File: config.mk
export PLATFORM = sky130hd
export DESIGN_NAME = suffix_prefix_overlap_top
export DESIGN_NICKNAME = d
export VERILOG_FILES = /design/src/design/spo_pkg.sv /design/src/design/spo_cell.sv /design/src/design/spo_ctrl.sv /design/src/design/suffix_prefix_overlap_top.sv
export SDC_FILE = /design/constraint.sdc
export NUM_CORES = 2
export LEC_CHECK = 0
export BUFFER_PORTS_ARGS = -buffer_cell sky130_fd_sc_hd__buf_2
export CORE_ASPECT_RATIO = 0.9
export CORE_UTILIZATION = 65
export CTS_BUF_LIST = sky130_fd_sc_hd__clkbuf_8
export CTS_CLUSTER_DIAMETER = 80
export DETAILED_ROUTE_END_ITERATION = 10
export PLACE_DENSITY = 0.81
export SLEW_MARGIN = 20
export SYNTH_ARGS = -nofsm -noshare
export SYNTH_HDL_FRONTEND = slang
export SYNTH_HIERARCHICAL = 1
export SYNTH_SLANG_ARGS = --single-unit
File: constraint.sdc
create_clock -name clk -period 23.9 [get_ports clk]
set_input_delay 1.195 -clock clk [delete_from_list [all_inputs] [get_ports clk]]
set_output_delay 1.195 -clock clk [all_outputs]
set_load 0.02 [all_outputs]
File: src/design/spo_pkg.sv
// Shared constants and types for the suffix/prefix overlap block.
package spo_pkg;

	localparam int MAX_LEN = 128;
	localparam int LEN_W   = $clog2(MAX_LEN + 1);
	localparam int SYM_W   = 8;
	localparam int OVL_W   = 8;

	// per-cycle command broadcast to every cell of the row
	typedef struct packed {
		logic load;   // shift a first-string symbol into the row
		logic shift;  // second-string symbol: compare and pass match bits down
		logic clear;  // pair finished: reset match bits
	} cell_ctrl_t;

endpackage

File: src/design/spo_cell.sv
// One cell of the row: a stored first-string symbol and one match bit.
module spo_cell (
	input  logic                     clk,
	input  logic                     arst_n,
	input  spo_pkg::cell_ctrl_t      ctrl,
	input  logic [spo_pkg::SYM_W-1:0] symbol,
	input  logic [spo_pkg::SYM_W-1:0] data_in,
	input  logic                     hit_in,
	output logic [spo_pkg::SYM_W-1:0] data,
	output logic                     hit
);
	import spo_pkg::*;

	logic [SYM_W-1:0] data_q;
	logic             match_q;

	// candidate survives this symbol if still matching and the byte agrees
	assign hit  = match_q & (data_q == symbol);
	assign data = data_q;

	always_ff @(posedge clk) begin
		if (ctrl.load) begin
			data_q <= data_in;
		end
	end

	always_ff @(posedge clk or negedge arst_n) begin
		if (!arst_n) begin
			match_q <= 1'b1;
		end else if (ctrl.clear) begin
			match_q <= 1'b1;
		end else if (ctrl.shift) begin
			match_q <= hit_in;
		end
	end

endmodule

File: src/design/spo_ctrl.sv
// Length counters, best-overlap tracking and output register.
module spo_ctrl (
	input  logic                      clk,
	input  logic                      arst_n,
	input  logic                      in_valid,
	output logic                      in_stall,
	input  logic                      string_select,
	input  logic                      end_of_pair,
	input  logic                      cell_hit,
	output spo_pkg::cell_ctrl_t       ctrl,
	output logic                      out_valid,
	input  logic                      out_stall,
	output logic [spo_pkg::OVL_W-1:0] overlap_length,
	output logic                      length_overflow
);
	import spo_pkg::*;

	logic [LEN_W-1:0] len_q;
	logic [LEN_W-1:0] pos_q;
	logic [LEN_W-1:0] best_q;
	logic             ovf_q;
	logic             out_valid_q;
	logic [OVL_W-1:0] out_len_q;
	logic             out_ovf_q;

	logic             take;
	logic             x_take;
	logic             x_drop;
	logic             y_take;
	logic             y_drop;
	logic             hit_now;
	logic             done;
	logic [LEN_W-1:0] best_nx;
	logic             ovf_nx;

	assign in_stall = out_valid_q & out_stall;
	assign take     = in_valid & ~in_stall;

	// first-string words are ignored once the second string has begun
	assign x_take  = take & ~string_select & (pos_q == '0) & (len_q < LEN_W'(MAX_LEN));
	assign x_drop  = take & ~string_select & (pos_q == '0) & (len_q >= LEN_W'(MAX_LEN));
	assign y_take  = take & string_select & (pos_q < LEN_W'(MAX_LEN));
	assign y_drop  = take & string_select & (pos_q >= LEN_W'(MAX_LEN));
	assign done    = take & end_of_pair;

	// cell 0 holds the candidate that completes on this word: length pos+1
	assign hit_now = y_take & (pos_q < len_q) & cell_hit;
	assign best_nx = hit_now ? (pos_q + LEN_W'(1)) : best_q;
	assign ovf_nx  = ovf_q | x_drop | y_drop;

	always_comb begin
		ctrl.load  = x_take;
		ctrl.shift = y_take;
		ctrl.clear = done;
	end

	always_ff @(posedge clk or negedge arst_n) begin
		if (!arst_n) begin
			len_q  <= '0;
			pos_q  <= '0;
			best_q <= '0;
			ovf_q  <= 1'b0;
		end else if (done) begin
			len_q  <= '0;
			pos_q  <= '0;
			best_q <= '0;
			ovf_q  <= 1'b0;
		end else begin
			if (x_take) begin
				len_q <= len_q + LEN_W'(1);
			end
			if (y_take) begin
				pos_q <= pos_q + LEN_W'(1);
			end
			best_q <= best_nx;
			ovf_q  <= ovf_nx;
		end
	end

	always_ff @(posedge clk or negedge arst_n) begin
		if (!arst_n) begin
			out_valid_q <= 1'b0;
		end else if (done) begin
			out_valid_q <= 1'b1;
		end else if (!out_stall) begin
			out_valid_q <= 1'b0;
		end
	end

	always_ff @(posedge clk) begin
		if (done) begin
			out_len_q <= OVL_W'(best_nx);
			out_ovf_q <= ovf_nx;
		end
	end

	assign out_valid       = out_valid_q;
	assign overlap_length  = out_len_q;
	assign length_overflow = out_ovf_q;

endmodule

File: src/design/suffix_prefix_overlap_top.sv
// Longest suffix/prefix overlap of two byte strings: cell row plus control.
//
// Feed the first string, then the second, one word per clock; end_of_pair marks
// the last word of the pair and yields one result word. A row of MAX_LEN cells
// keeps the first string stationary and moves one match bit per remaining
// candidate length down the row on each second-string word, so all candidates
// are checked in parallel and cell 0 delivers the candidate that completes on
// that word. The result is registered and shows on out_valid the cycle after
// the end_of_pair word. Input stalls only while a result is held with out_stall
// high. Strings longer than MAX_LEN are truncated and reported through
// length_overflow.
module suffix_prefix_overlap_top (
	input  logic                      clk,
	input  logic                      arst_n,
	input  logic                      in_valid,
	output logic                      in_stall,
	input  logic                      string_select,
	input  logic [spo_pkg::SYM_W-1:0] symbol,
	input  logic                      end_of_pair,
	output logic                      out_valid,
	input  logic                      out_stall,
	output logic [spo_pkg::OVL_W-1:0] overlap_length,
	output logic                      length_overflow
);
	import spo_pkg::*;

	cell_ctrl_t       ctrl;
	logic [SYM_W-1:0] data_w [MAX_LEN];
	logic             hit_w  [MAX_LEN+1];

	// candidates beyond the row never reach cell 0 in a meaningful pair
	assign hit_w[MAX_LEN] = 1'b1;

	spo_ctrl u_ctrl (
		.clk             (clk),
		.arst_n          (arst_n),
		.in_valid        (in_valid),
		.in_stall        (in_stall),
		.string_select   (string_select),
		.end_of_pair     (end_of_pair),
		.cell_hit        (hit_w[0]),
		.ctrl            (ctrl),
		.out_valid       (out_valid),
		.out_stall       (out_stall),
		.overlap_length  (overlap_length),
		.length_overflow (length_overflow)
	);

	for (genvar i = 0; i < MAX_LEN; i++) begin : g_cell
		logic [SYM_W-1:0] data_in;

		// first-string words enter at cell 0 and push older ones up
		if (i == 0) begin : g_head
			assign data_in = symbol;
		end else begin : g_body
			assign data_in = data_w[i-1];
		end

		spo_cell u_cell (
			.clk     (clk),
			.arst_n  (arst_n),
			.ctrl    (ctrl),
			.symbol  (symbol),
			.data_in (data_in),
			.hit_in  (hit_w[i+1]),
			.data    (data_w[i]),
			.hit     (hit_w[i])
		);
	end

endmodule
Word-level counts from Yosys, hierarchy flattened
Cells that the tools add are included.
Storage, ports and cells
  input port bits: 14
  output and inout bits: 11
  word-level logic and storage cells: 811
  register bits: 1187
Cells by class
  $lt $le $gt $ge: 5
  bitwise logic cells: 144
  equal/unequal tests: 129
  reduce and logical (&&, ||, !) cells: 3
  add/subtract/negate cells: 2
  muxes and demuxes: 265
Operator list (number)
  == test 8 bit: 128
  two-way mux 1 bit: 259
  AND 1 bit: 140
  two-way mux 8 bit: 6
  adder 8 x 1 -> 8 bit, second input constant: 2
  greater-or-equal comparator 8 bit, second input constant: 2
  < comparator 8 bit, second input constant: 2
  zero test 8 bit: 1
  < comparator 8 bit: 1
  nonzero test 2 bit: 2
  inequality test 2 x 1 -> 1 bit, second input constant: 1
  NOT 1 bit: 2
  bitwise OR 1 bit: 2

Longest topological paths before layout
  depth in word-level cells: 9
  depth in mapped cells: 7
  gate-level depth less buffers: 7

Modules after synthesis
Netlist, hierarchy kept.
By module, submodules not included
  spo_cell: area each 376.6 µm², sequential area each 266.5 µm², instances 128, cells an instance 23
  spo_ctrl: area each 1843.0 µm², sequential area each 920.9 µm², instances 1, cells an instance 167
  suffix_prefix_overlap_top: area each 3.8 µm², sequential area each 0.0 µm², instances 1, cells an instance 1

Worst setup path after synthesis
OpenSTA, ideal clock, no wires.
  path type: input to register
  from: input port string_select
  to: register g_cell[0].u_cell.data_q[0] (enable)
  arrival: 8.545 ns
  data required time: 23.212 ns
  path slack: 14.667 ns
  cell stages on the path: 3
  path buffers: 1
  setup time: 0.688 ns
  cells stage by stage: or4b_1 -> nor4_1 -> buf_4
On the way
  word-level cells in the longest chain between the ends: 4
Ends and longest elaborated chain
  from (decl): RTL line suffix_prefix_overlap_top.sv:17  | input logic string_select,
  NOT 1 bit: RTL line spo_ctrl.sv:40  | assign x_take = take & ~string_select & (pos_q == '0) & (len_q < LEN_W'(MAX_LEN));
  AND 1 bit (3 in a row): RTL line spo_ctrl.sv:40
  net u_ctrl.x_take: RTL line spo_ctrl.sv:27  | logic x_take;
  to (signal assigned): RTL line spo_cell.sv:23  | data_q <= data_in;
  to (decl): RTL line spo_cell.sv:14  | logic [SYM_W-1:0] data_q;
The timed path passes the listed nets, and every way through them passes these cells.
A chain may end at the register's enable or synchronous reset.

==> results.cfg <==
[clock_network]
cts-root-buf = clkbuf_8
cts_resized = 0
postCtsSetupBuffers = 0
cts.sinks = 1187
cts_inserted_buffers = 178
cts_buffer_depth = 3
holdBufCountCts = 0
clk_latency_ps = 830
tritoncts = done
htreeDepth = 4
clk_pin_slew_ps = 60

[synth]
synth_area_leaders = edfxtp_1 (62%), xnor2_1 (18%), dfstp_2 (6.7%)
synth_most_common_cell = edfxtp_1
synth_nets = 3137
synthTopCellsByCount = edfxtp_1 (1033), xnor2_1 (1032), nand2_1 (137)
synth_sequential_area_ratio = 0.700
avgSynthCellArea_um2 = 16.1
synth_warnings = 6
synth_top_area_share = 0.620
netlist_instances = 3112
synth_ff_type = edfxtp_1
ys_types = 43
ys_ff_latch = 1187
yosys.area.top_type = edfxtp_1
mappedNetlistArea_um2 = 50100
synth_edf_count = 1033
synth_async_sr_flop_share = 0.130

[drt]
first_pass_iters = 5
ant_nets = 0
vias = 26000
drt-initial-drc-count = 2128
wl_per_cell_um = 20.3
drcViolationCount = 0
vias_per_cell = 5.75
routed_wirelength_mm = 92.0

[sta]
fin_skew_ps = 26.3
slew_headroom = 0.274
setup_violations = 0
tightest_slew_ps = 1090
hold_viol = 0
finalSetupTns_ps = 0
drv_slew = 0
holdWs_ps = 458
rsz0062_at_grt = false
fin_crit_ps = 6600
fin_crit_sh = 0.276
fmax_ghz = 0.151

[global_route]
grt_first_pass_wirelength_mm = 150
antenna_found_initial = 0
grt_max_degree = 199
first_global_vias = 27800
grt_usage = 0.245
grt_overflow_total = 0

[worst_setup_path]
cp.arrival_ps = 7030
cpMostUsedCell = buf_4
slowest_delay_ps = 920
slowest_stage = buf_4
cp_max_fo = 198
cp_cell_sequence = inv_1 -> ha_1 -> or4b_1 -> nor4_2 -> buf_12 -> buf_4 -> buf_4 -> buf_4 -> buf_4
r2r_setup_slack_ps = 17300
crit_type = register to register
cp-end-kind = register
start_kind = register
critPathRequiredTime_ps = 24330

[outcome]
status = complete, no violations

[placed_design]
dp_hpwl_mm = 53.2
gp_congestion = 0.778
io_buffers = 24
placed_cells = 4192

[cells_and_area]
nFillCells = 4701
stdcell_count = 4526
syn2layout_area_growth_pct = 10.3
multiInputGateArea_um2 = 14900
register_area_um2 = 35000
n_antenna_cell = 0
drive_above_1_share = 0.161
final_nets = 3368

[power]
powerDensity_nw_per_um2 = 78.8
vdd_ir_drop_max_mv = 0.0708
p_leak_nw = 16.1

[flow_run]
max_cap_violations = 0

[hold_path]
hp-class = register to register

[die]
core-area_um2 = 76300
die_w_um = 295
die-area_um2 = 78100
die-height_um = 265
num_rows = 96
initial_core_util = 0.656
ios = 25
kinds of logic (layout without fill, tap and decap cells):
logic type,count (synthesis),in the layout,share of synthesized area
xor+xnor,1035,1035,0.181
other cells,1,1,0.0000749
fa+ha+maj,11,11,0.00275
mux,9,9,0.00200
buf+inv,17,402,0.00180
simple gates,700,700,0.0865
compound gates,152,152,0.0258
flops,1187,1187,0.700
layout make-up:
cell class | count | area share
sequential | 1187 | 0.634
multi-input combinational | 1908 | 0.271
clock inverter | 132 | 0.0117
inverter | 10 | 0.000680
clock buffer | 202 | 0.0504
timing repair buffer | 58 | 0.00877
tap | 1029 | 0.0233
worst max-delay path, delay by kind of cell (launching register included):
kind / cells / cell delay (ps)
adders and majority gates: 1 / 150
and+or+nand+nor: 2 / 910
DFF: 1 / 440
buffers and inverters: 6 / 4350
final timing paths:
check                                                          from                               endpoint  cells past startpoint
worst min register to register  g_cell[17].u_cell/data[5]$_DFFE_PP_    g_cell[18].u_cell/data[5]$_DFFE_PP_                      0
worst min-delay path            g_cell[17].u_cell/data[5]$_DFFE_PP_    g_cell[18].u_cell/data[5]$_DFFE_PP_                      0
min in group asynchronous                                    arst_n  g_cell[14].u_cell/match_q$_DFFE_PN1P_                      1
worst max-delay path                    u_ctrl/pos_q[0]$_DFFE_PN0P_   g_cell[127].u_cell/data[5]$_DFFE_PP_                      9
max in group asynchronous                                    arst_n            u_ctrl/len_q[5]$_DFFE_PN0P_                      2
worst max register to register          u_ctrl/pos_q[0]$_DFFE_PN0P_   g_cell[127].u_cell/data[5]$_DFFE_PP_                      9
metrics by stage:
| stage | setup slack (ps) | util | area (µm²) | power (mW) |
|---|---|---|---|---|
| global placement | 16910 | 0.679 | 51800 | 2.80 |
| finish | 17300 | 0.724 | 55200 | 4.35 |
| global route | 16990 | 0.724 | 55200 | 4.52 |
| floorplan | 14670 | - | 50100 | 2.73 |
| CTS | 17350 | 0.724 | 55200 | 4.40 |
| detailed placement | 16640 | 0.679 | 51800 | 2.82 |
cells in the final DEF (no fill, tap or decap), types with 128 or more instances in the layout:
cell	netlist	layout
a211o_1	128	128
clkbuf_8	0	210
dfstp_2	128	128
edfxtp_1	1033	1033
nand2_1	137	137
nand3_1	130	130
nand4_1	134	134
nor2b_1	136	136
nor3_2	128	128
xnor2_1	1032	1032
registers in the layout, summed over array words and instances, names as in the netlist:
register                count
u_ctrl/len_q                8
g_cell.u_cell/data       1024
u_ctrl/ovf_q                1
u_ctrl/best_q               8
u_ctrl/pos_q                8
u_ctrl/length_overflow      1
u_ctrl/out_valid            1
u_ctrl/overlap_length       8
g_cell.u_cell/match_q     128
report_power, final:
part           total, mW  internal, mW  switching, mW
combinational      0.357         0.139          0.217
clock               1.57         0.800          0.771
sequential          2.42          2.38         0.0466
layer usage:
metal,wire length [µm],vias up,track usage
met2,44700,728,0.394
met5,0,-,0
met1,41100,13300,0.344
met3,4390,145,0.0413
met4,1810,0,0.0750
li1,-,11900,-
No activity file was read; power rests on OpenSTA's default activity.
